$ cat src/hdl/rlcg_gamma_ram.sv
module rlcg_gamma_ram #(
    parameter int AW = 8,
    parameter int DW = 8
) (
    input  logic          i_clk,
    input  logic          i_we,
    input  logic [AW-1:0] i_waddr,
    input  logic [DW-1:0] i_wdata,
    input  logic          i_re,
    input  logic [AW-1:0] i_raddr,
    output logic [DW-1:0] o_rdata
);

    logic [DW-1:0] mem [2**AW];
    logic [DW-1:0] r_rdata;

    // Write one entry
    always_ff @(posedge i_clk) begin
        if (i_we) begin
            mem[i_waddr] <= i_wdata;
        end
    end

    // Registered read, held while stalled
    always_ff @(posedge i_clk) begin
        if (i_re) begin
            r_rdata <= mem[i_raddr];
        end
    end

    assign o_rdata = r_rdata;

endmodule

$ cat config.mk
export PLATFORM = sky130hd
export DESIGN_NAME = rlcg_gamma_ram
export DESIGN_NICKNAME = d
export VERILOG_FILES = /design/src/hdl/rlcg_gamma_ram.sv
export SDC_FILE = /design/constraint.sdc
export NUM_CORES = 2
export LEC_CHECK = 0
export BUFFER_PORTS_ARGS = -buffer_cell sky130_fd_sc_hd__clkbuf_2
export CAP_MARGIN = 20
export CORE_MARGIN = 4
export CORE_UTILIZATION = 60
export DETAILED_ROUTE_END_ITERATION = 7
export PLACE_DENSITY = 0.78
export SLEW_MARGIN = 10
export SYNTH_ARGS = -nofsm -noshare
export SYNTH_HDL_FRONTEND = slang
export SYNTH_SLANG_ARGS = --single-unit
export TNS_END_PERCENT = 1
$ cat constraint.sdc
create_clock -name i_clk -period 3.38 [get_ports i_clk]
set_clock_uncertainty 0.2 [all_clocks]
set_input_delay 0.845 -clock i_clk [delete_from_list [all_inputs] [get_ports i_clk]]
set_output_delay 0.845 -clock i_clk [all_outputs]
set_load 0.005 [all_outputs]
==> results.env <==
DRV_SLEW=0
WORST_PATH_MAX_FANOUT=30
POSTSYNTH.TOPFLOPCELL='sky130_fd_sc_hd__edfxtp_1'
VDD_IR_DROP_MAX_mV=0.5238
SYNTHTOPCELLSBYAREA='sky130_fd_sc_hd__edfxtp_1, sky130_fd_sc_hd__mux4_2, sky130_fd_sc_hd__mux2i_1, sky130_fd_sc_hd__nor2_1, sky130_fd_sc_hd__a22oi_1'
YOSYSMOSTFREQUENTCELL='sky130_fd_sc_hd__edfxtp_1'
FMAX_MHz=300.3
CLK_LATENCY_NS=0.81
NUMCLOCKSINKS=2056
FILL_CELLS=7203
FINALNETCOUNT=4429
UNREPAIRED_SETUP_ENDPOINTS_AFTER_GLOBAL_ROUTING='no'
WORST_SLACK_NS=0.05023
TIMING.FINAL.CRIT_SHARE=0.9851
PATH_CLK_SLEW_NS=0.06
SYN-NUM-NETS=3760
FIRST_GLOBAL_VIAS=43350
YS_SEQ_ELEMENTS=2056
GRT_PASS1_WL_UM=300200
MAPPEDNETLISTAREA_MM2=0.07964
NETLIST_INSTANCES=3733
SYNTH_CELL_TYPE_COUNT=54
ANT_NETS=0
TIGHTESTPINTRANSITION_NS=0.9958
WORST_HOLD_CHECK_PATH_TYPE='primary input to flop'
POWER.STATIC_LEAKAGE_uW=0.03020
SYNTH_AREA_PER_CELL_UM2=21.33
COMB_POWER_SHARE=0.056
GR-USAGE-ALL-LAYERS=0.3025
FIRSTDRTPASSITERS=8
TRITONCTS='built'
SYNTH.YOSYS.SEQ_AREA_SHARE=0.7753
CTS_HTREE_LEVELS=4
POWER_DENSITY_mW_PER_MM2=562.4
YS_TOP_CELLS_BY_COUNT='sky130_fd_sc_hd__edfxtp_1, sky130_fd_sc_hd__mux4_2, sky130_fd_sc_hd__nor2_1'
VIAS_PER_CELL=6.773
NETLIST.AREA_LEADER.SHARE=0.7753
INITIAL_UTILIZATION=0.6050
DIE_WIDTH_UM=372.3
R2R-START='mem[82][5]'
CRITPATHKIND='primary input to flop'
SLEW-LIMIT-HEADROOM=0.3306
DR_TOTAL_VIAS=42780
TRITONCTS.NUM_BUFFERS=194
POST_CTS.REPAIR.SETUP_BUFFERS=0
DRC=0
CP_DATA_REQUIRED_TIME_NS=3.73
CTS.REPAIR.RESIZED=1
WARNINGS_SYNTHESIS=0
PRE_CTS_WS_NS=-0.8588
CLOCK_SHARE_OF_POWER=0.405
POWER.SWITCHING_FRACTION=0.2102
NET_SWITCHING_POWER_uW=10980
MULTI_INPUT_AREA_MM2=0.01650
SYNTH-EDFF-COUNT=2056
SYN2LAYOUT_AREA_GROWTH_PCT=16.68
TOTAL_GR_OVERFLOW=0
PORT-BUFFER-COUNT=34
RUN_STATUS='complete, no violations'
GRT_MAX_DEGREE=103
PLACE_CONGESTION=0.8995
CLOCK_PERIOD_MINUS_WORST_SLACK_NS=3.330
ROW_COUNT=133
REGAREA_MM2=0.06174
TIMING.CRITICAL_PATH.TO_TYPE='flop'
TOTAL_POWER_uW=52260
HOLD_START='i_wdata[2]'
PIN_COUNT=35
POSTSYNTH.ASYNCRESETSHARE=0
FINAL-HOLD-VIOLATION-COUNT=0
SEQ_POWER_SHARE=0.539
DRV.MAX_CAP_VIOLATION_COUNT=0
POSTROUTEWIRELENGTH_UM=205200
CRITICAL_PATH_ARRIVAL_NS=3.68
CTS.HOLD.BUFFERS_ADDED=0
CLOCKROOTBUFFER='sky130_fd_sc_hd__clkbuf_16'
LAYOUT-DRIVE-GT1-SHARE=0.3149
CRIT_START='i_raddr[1]'
CLK_PATH_BUF_DEPTH=3
NUMBER_OF_ANTENNA_VIOLATIONS_AT_THE_FIRST_CHECK_IN_GLOBAL_ROUTING=9
ROUTE.DETAILED.WL_PER_INST_UM=32.49
DIE_H_UM=372.3
POST-DP-HPWL_UM=127500
DIEAREA_MM2=0.1386
DRTITER0DRC=6542
POWER.INTERNAL_uW=41270
PLACEABLECOREAREA_MM2=0.1316
WORST_SETUP_PATH_START_KIND='primary input'
SYNTH_AREA_LEADER_CELL='sky130_fd_sc_hd__edfxtp_1'
REPORT.FINAL.SETUP_VIOL=0
-- power by group through the flow --
stage | logic, uW | clock network, uW | registers, uW
after detailed placement | 2880 | 0 | 28700
after floorplan | 1370 | 0 | 28700
after global placement | 2800 | 0 | 28700
final | 2950 | 21200 | 28200
after CTS | 2920 | 21300 | 28200
after global routing | 3070 | 22500 | 28100
-- cells in the final DEF (no fill, tap or decap), types with 16 or more instances in the layout --
cell type	n
sky130_fd_sc_hd__bufinv_16	16
sky130_fd_sc_hd__clkbuf_2	22
sky130_fd_sc_hd__o221ai_1	46
sky130_fd_sc_hd__nor2b_1	28
sky130_fd_sc_hd__nand2_1	33
sky130_fd_sc_hd__nor4_1	20
sky130_fd_sc_hd__a21oi_1	96
sky130_fd_sc_hd__buf_12	84
sky130_fd_sc_hd__nand3_1	34
sky130_fd_sc_hd__a211oi_1	16
sky130_fd_sc_hd__buf_4	589
sky130_fd_sc_hd__edfxtp_1	2056
sky130_fd_sc_hd__mux2i_1	134
sky130_fd_sc_hd__clkbuf_1	50
sky130_fd_sc_hd__clkinv_1	49
sky130_fd_sc_hd__mux4_2	454
sky130_fd_sc_hd__nor2_1	279
sky130_fd_sc_hd__clkinv_2	21
sky130_fd_sc_hd__nor3_1	21
sky130_fd_sc_hd__a22oi_1	133
sky130_fd_sc_hd__o22ai_1	28
sky130_fd_sc_hd__clkbuf_16	199
-- cells by family (layout without fill, tap and decap cells) --
group / after synthesis / count (layout) / share of synthesized area
AND/OR/NAND/NOR: 466 / 466 / 0.02625
buffers and inverters: 235 / 1056 / 0.01829
other: 0 / 7 / 0
AO/OA/AOI/OAI: 385 / 385 / 0.03416
multiplexers: 591 / 591 / 0.1460
flip-flops: 2056 / 2056 / 0.7753
-- metal layers --
| metal | part of all wire | GRT usage | vias to the layer above |
|---|---|---|---|
| met4 | 0.055 | 0.1399 | 2 |
| li1 | - | - | 17040 |
| met1 | 0.34 | 0.4124 | 21930 |
| met3 | 0.12 | 0.07104 | 598 |
| met5 | 0.000049 | 0 | - |
| met2 | 0.48 | 0.4728 | 3210 |
-- flip-flops by register name, indices dropped and copies added (netlist names) --
signal,flops
mem,2048
o_rdata,8
-- layout make-up --
type,count,share of cell area
clock buffers,249,0.05561
flip-flops and latches,2056,0.6644
multi-input cells,1442,0.1776
clock inverters,99,0.01007
repair buffers,706,0.06843
inverters,2,0.00008079
well taps,1755,0.02363
diodes,7,0.0001885
-- final timing paths --
path / end / slack [ns] / cells past startpoint
max: o_rdata[4] / 0.05 / 9
min: mem[64][2] / 0.19 / 1
max reg2reg: o_rdata[5] / 0.44 / 8
min reg2reg: o_rdata[5] / 0.93 / 5
-- through the flow --
stage               cell area, um^2  std cells  setup TNS [ns]  utilization  hold WS (ns)
finish                        92920       6316               0       0.7059        0.1893
global route                  92910       6309               0       0.7058        0.1699
CTS                           92900       6309               0       0.7058        0.1453
detailed placement            86790       5961          -5.040       0.6594        0.9325
global placement              86760       5959          -6.578       0.6591        0.9153
floorplan                     79640       3733               0            -        0.6642
-- worst max-delay path, cell delays in order --
cell and delay (ns):
sky130_fd_sc_hd__buf_8 0.39, sky130_fd_sc_hd__buf_4 0.38, sky130_fd_sc_hd__buf_12 0.20, sky130_fd_sc_hd__mux4_2 0.32
sky130_fd_sc_hd__o22ai_1 0.17, sky130_fd_sc_hd__nor3_1 0.14, sky130_fd_sc_hd__nor4_2 0.89, sky130_fd_sc_hd__buf_4 0.23
sky130_fd_sc_hd__nor4_1 0.05
No activity file was read; power rests on OpenSTA's default activity.
