[src/hdl/rlcg_pkg.sv]
package rlcg_pkg;

    // Q.10 fixed point for all factors
    localparam int Q_FRAC = 10;
    localparam int Q_ONE  = 1 << Q_FRAC;

    // Coefficient widths, sized for channels of up to 12 bits
    localparam int CQ_W  = 14;  // contrast factor, 0 .. 10.0
    localparam int IT_W  = 12;  // intensity gain, 0 .. 2.0
    localparam int OFF_W = 16;  // mid-grey offset plus lightness, signed

    // Settings register indexes
    typedef enum logic [1:0] {
        CFG_LIGHTNESS = 2'd0,
        CFG_CONTRAST  = 2'd1,
        CFG_INTENSITY = 2'd2
    } t_cfg_reg;

    // Operation carried in tuser
    localparam logic OP_PIXEL = 1'b0;
    localparam logic OP_LOAD  = 1'b1;

    // Derived per-pixel coefficients
    typedef struct packed {
        logic [CQ_W-1:0]  cq;   // contrast factor, Q.10
        logic [OFF_W-1:0] off;  // channel offset, two's complement
        logic [IT_W-1:0]  it;   // intensity gain, Q.10
    } t_coef;

    // Stage advance enables of the pixel pipeline
    typedef struct packed {
        logic s1;
        logic s2;
        logic s3;
        logic s4;
    } t_pipe_en;

endpackage

[src/hdl/rlcg_chan.sv]
module rlcg_chan #(
    parameter int CHANNEL_BITS = 8
) (
    input  logic                     i_clk,
    input  rlcg_pkg::t_pipe_en       i_en,
    input  rlcg_pkg::t_coef          i_coef,
    input  logic [CHANNEL_BITS-1:0]  i_x,
    output logic [CHANNEL_BITS-1:0]  o_level
);
    import rlcg_pkg::*;

    localparam int MUL_W  = CHANNEL_BITS + CQ_W;
    localparam int SUM_W  = MUL_W + 2;
    localparam int PROD_W = SUM_W + IT_W + 1;
    localparam int SHIFT  = 2 * Q_FRAC;

    logic [CHANNEL_BITS-1:0]  r_x;
    logic [MUL_W-1:0]         r_mul;
    logic signed [SUM_W-1:0]  r_sum;
    logic signed [PROD_W-1:0] r_prod;
    logic signed [SUM_W-1:0]  off_q;
    logic signed [PROD_W-1:0] it_s;
    logic                     is_pos;
    logic                     is_over;

    assign off_q = $signed(SUM_W'($signed(i_coef.off))) <<< Q_FRAC;
    assign it_s  = $signed(PROD_W'({1'b0, i_coef.it}));

    // Advance the channel datapath stage by stage
    always_ff @(posedge i_clk) begin
        if (i_en.s1) begin
            r_x <= i_x;
        end
        if (i_en.s2) begin
            r_mul <= MUL_W'(r_x) * MUL_W'(i_coef.cq);
        end
        if (i_en.s3) begin
            r_sum <= $signed({2'b00, r_mul}) + off_q;
        end
        if (i_en.s4) begin
            r_prod <= PROD_W'(r_sum) * it_s;
        end
    end

    // Clamp the Q.20 product to the channel range
    assign is_pos  = !r_prod[PROD_W-1] && (r_prod != '0);
    assign is_over = r_prod[PROD_W-1:SHIFT+CHANNEL_BITS] != '0;

    always_comb begin
        if (!is_pos) begin
            o_level = '0;
        end else if (is_over) begin
            o_level = '1;
        end else begin
            o_level = r_prod[SHIFT +: CHANNEL_BITS];
        end
    end

endmodule

[config.mk]
export PLATFORM = sky130hd
export DESIGN_NAME = rlcg_chan
export DESIGN_NICKNAME = d
export VERILOG_FILES = /design/src/hdl/rlcg_pkg.sv /design/src/hdl/rlcg_chan.sv
export SDC_FILE = /design/constraint.sdc
export NUM_CORES = 1
export LEC_CHECK = 0
export ABC_AREA = 1
export ABC_CLOCK_PERIOD_IN_PS = 9600
export BUFFER_PORTS_ARGS = -buffer_cell sky130_fd_sc_hd__buf_2
export CORE_UTILIZATION = 40
export CTS_CLUSTER_DIAMETER = 150
export DETAILED_ROUTE_END_ITERATION = 7
export PLACE_DENSITY = 0.67
export RECOVER_POWER = 100
export SLEW_MARGIN = 10
export SYNTH_ARGS = -nofsm -noshare
export SYNTH_HDL_FRONTEND = slang
export SYNTH_SLANG_ARGS = --single-unit
export TNS_END_PERCENT = 20
[constraint.sdc]
create_clock -name i_clk -period 9.6 [get_ports i_clk]
set_input_delay 0.96 -clock i_clk [delete_from_list [all_inputs] [get_ports i_clk]]
set_output_delay 0.96 -clock i_clk [all_outputs]
set_load 0.05 [all_outputs]
==> results.toml <==
[yosys]
yosysWarnings = 0
ys_ff_latch = 91
yosys.area.top_type_share_pct = 35.11
post_synth_main_area_contributors = "fa_1, inv_1, nand2_1, edfxtp_1, ha_1"
synthAdderAreaFrac_pct = 44.19
synth_fp_nets = 3002
synth-compound-area-share_pct = 2.327
synthesis.area_um2 = 18870
synthMuxAreaShare_pct = 0
ys_seq_area_share_pct = 14.48
async_reset_ff_share_pct = 0
ys.flop_type = "edfxtp_1"
synth_cells = 2479
synth_xor_area_share_pct = 1.903
synth_edf_count = 91
syn_area_per_cell_um2 = 7.614
synth_top_area_cell = "fa_1"
yosysUniqueCellTypes = 31
synth_simple_gate_area_share_pct = 20.33
synth_top_family_by_area = "adder cells"

[timing]
slew_headroom_pct = -19.05
skew_ns = 0.01294
hold_viol_final = 0
grt_setup_unrepaired = "false"
setup_tns_ns = 0
setup_viol = 0
tightest_slew_ns = 1.786
fmax_ghz = 0.1581
fin_crit_ns = 6.323
slew_viol_final = 38
finalCritPeriodShare_pct = 65.87

[clocking]
clk_latency_ns = 0.38
cts.reportedPaths.clkPinSlew_ns = 0.07
cts_setup_buffers = 0
numClockSinks = 91
postCtsHoldBufs = 0
clockBufferDepth = 2
h-tree-depth = 3
cts-buffers-inserted = 9
cts-root-buf = "clkbuf_16"
cts_tree = "yes"
cts_resized = 0

[grt]
track_usage_pct = 18.21
grt_pass1_vias = 15080
grt_max_degree = 38
antenna_found_initial = 0
grt_overflow = 0
grt_pass1_wl_um = 70240

[die]
fp.dieW_um = 219.2
fp.coreArea_um2 = 46560
die_h_um = 219.2
row_count = 79
start_util_pct = 40.54
dieArea_um2 = 48060
num_io_pins = 63

[status]
violations = "max-capacitance violations, max-slew violations"
status = "complete, but fails checks"

[worst_setup_path]
worstSetupEndpointType = "flip-flop"
startpoint_type = "input pin"
cp_data_arrival_time_ns = 6.43
crit_type = "in -> reg"
reg2reg_slack_ns = 4.20
cp.required_ns = 9.71
crit_path_max_fanout = 24

[routing]
postRouteAntennaNets = 0
post-route-drc-count = 0
vias = 14240
wirelength_um = 40400
wl_per_cell_um = 13.07
dr.pass1.iters = 5
drt-initial-drc-count = 646
vias_per_cell = 4.608

[placement]
place_congestion = 0.8809
dp_hpwl_um = 35180
port_buffers = 60

[layout]
nNetsFinal = 3003
seqCellArea_um2 = 2733
multi_input_area_um2 = 12940
diodes = 0
drive_above_1_share_pct = 3.221
area_delta_synth_final_pct = 5.429
fill_cells = 4696

[min_path]
hold_class = "reg -> reg"

[flow_run]
drv_cap = 1
## sequential cells by signal, summed over array words and instances (netlist names)
name	flops
r_x	8
r_mul	22
r_prod	37
r_sum	24
## cell type report
class	instances	area share [%]
repair buffers	60	1.390
well taps	607	3.817
clock inverters	6	0.3270
flip-flops and latches	91	13.73
clock buffers	9	1.132
multi-input cells	1545	65.02
inverters	773	14.58
## cell families (layout without fill, tap and decap cells)
kind of cell	Yosys count	after routing
adder cells (fa/ha/maj)	468	468
AND/OR/NAND/NOR	956	956
buffers and inverters	843	848
XOR/XNOR	41	41
AO/OA/AOI/OAI	80	80
flip-flops	91	91
## routing by layer
metal / track usage [%] / routed length [um] / vias to the layer above
li1: - / - / 7034
met3: 2.190 / 1836 / 47
met4: 4.444 / 580 / 0
met1: 23.50 / 17870 / 6840
met5: 0 / 0 / -
met2: 32.28 / 20110 / 323
## metrics by stage
stage / cell area [um2] / hold WS (ns) / setup slack (ns) / util, % / cells
detailed placement: 19670 / 0.4071 / 3.501 / 42.25 / 3076
global route: 19900 / 0.4264 / 2.840 / 42.74 / 3091
global placement: 19670 / 0.4017 / 3.574 / 42.25 / 3076
finish: 19900 / 0.4204 / 3.277 / 42.74 / 3091
floorplan: 18870 / 0.4003 / 4.277 / - / 2479
CTS: 19960 / 0.4215 / 3.889 / 42.87 / 3091
## final timing paths
path | start | end | cells after the start
setup reg to reg | r_sum[23] | r_prod[33] | 17
hold reg to reg | r_mul[0] | r_sum[0] | 0
setup / recovery | i_coef[2] | r_prod[33] | 18
hold / removal | r_mul[0] | r_sum[0] | 0
## worst max-delay path, stage by stage
cell      delay, ns
clkbuf_1       0.92
nand2_1        0.23
fa_1           0.56
fa_1           0.67
inv_1          0.22
fa_1           0.50
fa_1           0.55
inv_1          0.05
fa_1           0.47
inv_1          0.04
ha_1           0.39
nand2_1        0.12
nor2_1         0.20
and2_0         0.18
and2_0         0.13
nand2_1        0.07
nand3_1        0.08
nand2_1        0.08
## layout by cell type, fill, tap and decap left out, types with 10 or more instances in the layout
| cell | instances |
|---|---|
| clkbuf_1 | 19 |
| nand2_2 | 13 |
| nor2_1 | 97 |
| nand2_1 | 749 |
| inv_1 | 766 |
| buf_2 | 41 |
| ha_1 | 137 |
| o21ai_0 | 12 |
| edfxtp_1 | 91 |
| xor2_1 | 31 |
| nand4_1 | 13 |
| xnor2_1 | 10 |
| nand3_1 | 58 |
| fa_1 | 331 |
| a21oi_1 | 52 |
## Yosys cell counts (8+ instances only)
| library cell | n |
|---|---|
| inv_1 | 765 |
| nand2_1 | 741 |
| fa_1 | 331 |
| ha_1 | 137 |
| nor2_1 | 96 |
| edfxtp_1 | 91 |
| clkbuf_1 | 69 |
| nand3_1 | 58 |
| a21oi_1 | 52 |
| xor2_1 | 31 |
| nand2_2 | 21 |
| nand4_1 | 13 |
| o21ai_0 | 11 |
| xnor2_1 | 10 |
| inv_2 | 8 |
Power is not shown: default switching activity piles up to over one toggle a cycle in this logic, so the estimate is an artifact.
