--- src/hdl/rlcg_pkg.sv ---
package rlcg_pkg;

    // Q.10 fixed point for all factors
    localparam int Q_FRAC = 10;
    localparam int Q_ONE  = 1 << Q_FRAC;

    // Coefficient widths, sized for channels of up to 12 bits
    localparam int CQ_W  = 14;  // contrast factor, 0 .. 10.0
    localparam int IT_W  = 12;  // intensity gain, 0 .. 2.0
    localparam int OFF_W = 16;  // mid-grey offset plus lightness, signed

    // Settings register indexes
    typedef enum logic [1:0] {
        CFG_LIGHTNESS = 2'd0,
        CFG_CONTRAST  = 2'd1,
        CFG_INTENSITY = 2'd2
    } t_cfg_reg;

    // Operation carried in tuser
    localparam logic OP_PIXEL = 1'b0;
    localparam logic OP_LOAD  = 1'b1;

    // Derived per-pixel coefficients
    typedef struct packed {
        logic [CQ_W-1:0]  cq;   // contrast factor, Q.10
        logic [OFF_W-1:0] off;  // channel offset, two's complement
        logic [IT_W-1:0]  it;   // intensity gain, Q.10
    } t_coef;

    // Stage advance enables of the pixel pipeline
    typedef struct packed {
        logic s1;
        logic s2;
        logic s3;
        logic s4;
    } t_pipe_en;

endpackage

--- src/hdl/rlcg_coef.sv ---
module rlcg_coef #(
    parameter int CHANNEL_BITS = 8
) (
    input  logic             i_clk,
    input  logic             i_rst_n,
    input  logic             i_cfg_we,
    input  logic [1:0]       i_cfg_index,
    input  logic [7:0]       i_cfg_data,
    output rlcg_pkg::t_coef  o_coef
);
    import rlcg_pkg::*;

    localparam int MAG_W       = 20;
    localparam int RECIP_SHIFT = 27;
    localparam int RECIP_W     = 21;
    localparam int RECIP       = (2**RECIP_SHIFT + 99) / 100;
    localparam int PROD_W      = MAG_W + RECIP_W;
    localparam int QUO_W       = 14;
    localparam int CHAN_MID    = 2**(CHANNEL_BITS-1) - 1;
    localparam int DIFF_W      = CQ_W + 2;
    localparam int PM_W        = DIFF_W + CHANNEL_BITS;

    logic signed [7:0]        set_val;
    logic                     set_neg;
    logic                     set_pos;
    logic [6:0]               set_mag;
    logic [MAG_W-1:0]         mag;
    logic [PROD_W-1:0]        quo_prod;
    logic [QUO_W-1:0]         quo;
    logic [OFF_W-1:0]         n_l;
    logic [CQ_W-1:0]          n_cq;
    logic [IT_W-1:0]          n_it;
    logic [OFF_W-1:0]         r_l;
    logic [CQ_W-1:0]          r_cq;
    logic [IT_W-1:0]          r_it;
    logic [OFF_W-1:0]         r_off;
    logic signed [DIFF_W-1:0] diff;
    logic signed [PM_W-1:0]   pm;
    logic [PM_W-1:0]          pm_mag;
    logic [PM_W-1:0]          cc_mag;
    logic [OFF_W-1:0]         cc;
    logic [OFF_W-1:0]         n_off;

    // Saturate the setting to -100 .. 100
    always_comb begin
        set_val = $signed(i_cfg_data);
        if (set_val > 8'sd100) begin
            set_val = 8'sd100;
        end else if (set_val < -8'sd100) begin
            set_val = -8'sd100;
        end
        set_neg = set_val[7];
        set_pos = !set_val[7] && (set_val != 8'sd0);
        set_mag = set_neg ? 7'(-set_val) : 7'(set_val);
    end

    // Scaled magnitude to be divided by 100
    always_comb begin
        unique case (t_cfg_reg'(i_cfg_index))
            CFG_LIGHTNESS: mag = (MAG_W'(set_mag) << CHANNEL_BITS) - MAG_W'(set_mag);
            CFG_CONTRAST: begin
                if (set_pos) begin
                    mag = ((MAG_W'(set_mag) << 3) + MAG_W'(set_mag)) << Q_FRAC;
                end else begin
                    mag = MAG_W'(set_mag) << Q_FRAC;
                end
            end
            CFG_INTENSITY: mag = MAG_W'(set_mag) << Q_FRAC;
            default:       mag = '0;
        endcase
    end

    // Divide by 100 through a reciprocal, exact below 2^20
    assign quo_prod = PROD_W'(mag) * PROD_W'(RECIP);
    assign quo      = quo_prod[RECIP_SHIFT +: QUO_W];

    // Apply the sign, truncation toward zero
    assign n_l  = set_neg ? OFF_W'(-OFF_W'(quo)) : OFF_W'(quo);
    assign n_cq = set_pos ? CQ_W'(Q_ONE) + CQ_W'(quo) : CQ_W'(Q_ONE) - CQ_W'(quo);
    assign n_it = set_pos ? IT_W'(Q_ONE) + IT_W'(quo) : IT_W'(Q_ONE) - IT_W'(quo);

    // Capture settings on a write
    always_ff @(posedge i_clk) begin
        if (!i_rst_n) begin
            r_l  <= '0;
            r_cq <= CQ_W'(Q_ONE);
            r_it <= IT_W'(Q_ONE);
        end else if (i_cfg_we) begin
            unique case (t_cfg_reg'(i_cfg_index))
                CFG_LIGHTNESS: r_l  <= n_l;
                CFG_CONTRAST:  r_cq <= n_cq;
                CFG_INTENSITY: r_it <= n_it;
                default: begin
                end
            endcase
        end
    end

    // Mid-grey offset: trunc(MID * (1 - c)), then add lightness
    assign diff   = $signed(DIFF_W'(Q_ONE)) - $signed({2'b00, r_cq});
    assign pm     = PM_W'(diff) * $signed(PM_W'(CHAN_MID));
    assign pm_mag = pm[PM_W-1] ? PM_W'(-pm) : PM_W'(pm);
    assign cc_mag = pm_mag >> Q_FRAC;
    assign cc     = pm[PM_W-1] ? OFF_W'(-OFF_W'(cc_mag)) : OFF_W'(cc_mag);
    assign n_off  = cc + r_l;

    always_ff @(posedge i_clk) begin
        if (!i_rst_n) begin
            r_off <= '0;
        end else begin
            r_off <= n_off;
        end
    end

    assign o_coef = '{cq: r_cq, off: r_off, it: r_it};

endmodule

--- config.mk ---
export PLATFORM = sky130hd
export DESIGN_NAME = rlcg_coef
export DESIGN_NICKNAME = d
export VERILOG_FILES = /design/src/hdl/rlcg_pkg.sv /design/src/hdl/rlcg_coef.sv
export SDC_FILE = /design/constraint.sdc
export NUM_CORES = 1
export LEC_CHECK = 0
export ABC_AREA = 1
export BUFFER_PORTS_ARGS = -buffer_cell sky130_fd_sc_hd__buf_2
export CAP_MARGIN = 40
export CORE_MARGIN = 10
export CORE_UTILIZATION = 35
export CTS_BUF_LIST = sky130_fd_sc_hd__clkbuf_4
export CTS_CLUSTER_DIAMETER = 120
export DETAILED_ROUTE_END_ITERATION = 8
export GPL_TIMING_DRIVEN = 0
export PLACE_DENSITY_LB_ADDON = 0.12
export SLEW_MARGIN = 15
export SYNTH_ARGS = -nofsm -noshare
export SYNTH_HDL_FRONTEND = slang
export SYNTH_SLANG_ARGS = --single-unit
--- constraint.sdc ---
create_clock -name i_clk -period 10.5 [get_ports i_clk]
set_input_delay 0.525 -clock i_clk [delete_from_list [all_inputs] [get_ports i_clk]]
set_output_delay 0.525 -clock i_clk [all_outputs]
set_load 0.03 [all_outputs]
==> metrics.cfg <==
[outcome]
outcome=finished clean

[final_layout]
finalNonFillerCells=2831
nNetsFinal=2731
drive_gt1_share_pct=13.1
syn_to_final_growth_pct=11.7
post-route-util_pct=39.5

[worst_setup_path]
startpoint_type=input pin
crit_top_cell=inv_1
r2r_start=r_cq[0]
crit_end=r_cq[9]
cpPeakStageDelay_ps=540
setup.worst_path.start=i_cfg_data[4]
reg2reg_depth=57
cp.arrival_ps=10350
cp_slowest_cell=fa_1
r2r_end=r_off[15]
end_kind=flip-flop
path_max_fanout=8
crit_required_ps=10890
ff2ff_setup_slack_ps=960
critical_path_class=input pin to flip-flop

[timing]
hold_viol_final=0
worst_pin_slew_ps=816
fin_crit_ps=9960
skew_ps=20.5
fmax_mhz=100
rsz0062_at_grt=yes
drv_slew=0
holdWs_ps=485
slew_headroom_pct=45.4
fin_crit_sh_pct=94.8
setup_viol=0

[min_path]
hold_path.class=flip-flop to flip-flop
min_path_cells=2

[synthesis]
synth_edf_count=0
synth_cells=2098
syn_area_um2=16400
yosysSeqAreaShare_pct=7.08
ys_async_sr_fraction_pct=0
ys.flop_type=dfxtp_1
synth_area_leaders=fa_1 (25%), ha_1 (22%), inv_1 (12%)
yosys_warnings=0
syn_nets=2611
synthDistinctLibCells=62
synth_top_area_cell=fa_1
synth_top_area_share_pct=25.5
syn_avg_cell_area_um2=7.82
ys_seq_elements=58

[grt]
grtUsageTotal_pct=16.5
grt_start_max_net_pins=12
grt_pass1_vias=14000
grt_pass1_wl_um=74900
grt_overflow_total=0
antenna_found_initial=1

[clock_tree]
cts_htree_levels=3
clk_pin_slew_worst_paths_ps=100
clock_path_buffers=2
clk_latency_ps=440
clockRootBuffer=clkbuf_4
cts_made_buffers=9
cts_tree=built
cts_num_sinks=58

[drt]
viasPerCell=4.77
wl_per_cell_um=16.3
ant_nets=0
drt_iter0_drc=605
num_vias=13500
drt-pass1-iter-count=7
route.detailed.drc=0
drt-total-wl_um=46000

[floorplan]
die_y_um=237
die-area_um2=55900
start_util_pct=35.3
io_pins=55
num_rows=79
die_w_um=237
core_um2=46500

[placement]
dp.final_hpwl_um=40400
portBuffers=54
dp_cells=2769
place.gp.congestion=0.884

[job]
maxCapViolations=0

## worst max-delay path, delay by kind of cell
family                   cells  cell delay [ps]
XOR/XNOR                     1              280
buffers and inverters       18             1520
AND/OR/NAND/NOR             23             2760
AO/OA/AOI/OAI                5              930
adder cells (fa/ha/maj)     10             4290
## Yosys cell counts (5+ instances only)
master,number
inv_1,544
ha_1,291
nand2_1,282
fa_1,209
nor2_1,126
a21oi_1,102
nand3_1,78
o21ai_0,64
dfxtp_1,58
xor2_1,50
nor3_1,28
nand2_2,26
a31oi_1,22
xnor2_1,16
nand4_1,15
inv_2,14
o21a_1,14
o21bai_1,13
clkbuf_1,12
nor2_2,11
o211ai_1,11
o21ai_1,10
o21ai_2,9
xor2_2,8
nor2_4,7
nand2_4,5
nand3_2,5
nand3b_1,5
nor4_1,5
## cell usage in the layout (no fill, tap or decap), drive strengths merged, types with 4 or more instances in the layout
master	count
nand4	17
and2	5
or2	7
xnor2	17
nor4	6
clkinv	7
nand3	85
nand3b	5
o21bai	13
o21a	14
inv	555
clkinvlp	4
buf	118
xor2	60
dfxtp	58
a21o	4
o211ai	11
ha	291
fa	209
nor3	32
nor2	144
nand2	313
a31oi	22
o21ai	83
a21oi	106
clkbuf	21
## worst min-delay path by stage
stage               startpoint       to  slack, ps
floorplan              r_l[14]  r_l[14]        450
global placement       r_l[14]  r_l[14]        470
detailed placement     r_l[15]  r_l[15]        480
CTS                    i_rst_n  r_it[2]        480
global route           i_rst_n  r_it[1]        490
finish                 r_l[14]  r_l[14]        480
## logic make-up (layout without fill, tap and decap cells)
family / count (synthesis) / in the layout / share of synthesized area (%)
xor+xnor: 77 / 77 / 4.75
other cells: 0 / 1 / 0
simple gates: 616 / 616 / 17.4
buf+inv: 582 / 707 / 13.6
compound gates: 265 / 265 / 9.47
fa+ha+maj: 500 / 500 / 47.7
flops: 58 / 58 / 7.08
## what timing repair did
| item | CTS | global route |
|---|---|---|
| pin swaps | 2 | 15 |
| resized for setup | 11 | 52 |
| setup buffers | 6 | 40 |
| hold buffers | 0 | 0 |
| setup endpoints to repair | 35 | 39 |
## metrics by stage
stage | worst slack [ps] | cell area (um2) | setup TNS (ps)
2_1_floorplan | 924 | 16400 | 0
3_3_place_gp | -1810 | 17400 | -53910
3_5_place_dp | -1190 | 17600 | -26870
4_1_cts | 9.31 | 17800 | 0
5_1_grt | -71.2 | 18300 | -407
6_report | 544 | 18300 | 0
## metal layers
layer | share of wire (%) | track usage (%) | wire, um | vias to the layer above
li1 | - | - | - | 6775
met1 | 48 | 22.1 | 22000 | 6508
met2 | 48 | 28.5 | 22000 | 173
met3 | 3.1 | 1.84 | 1410 | 35
met4 | 1.1 | 2.47 | 529 | 0
met5 | 0 | 0 | 0 | -
## flip-flops by register name, indices dropped and copies added (netlist names)
name,count
r_off,16
r_cq,14
r_it,12
r_l,16
## area by class of cell
class | instances | area, um2
sequential | 58 | 1160
multi-input combinational | 1458 | 13300
timing repair buffer | 110 | 722
buffer | 19 | 114
fill | 4953 | 28100
clock buffer | 10 | 75.1
clock inverter | 6 | 81.3
antenna | 1 | 2.50
tap | 607 | 759
inverter | 562 | 2130
Power is left out: the tool's default activity adds up to more than one toggle a clock period on the data nets, which glitch-free logic cannot reach.
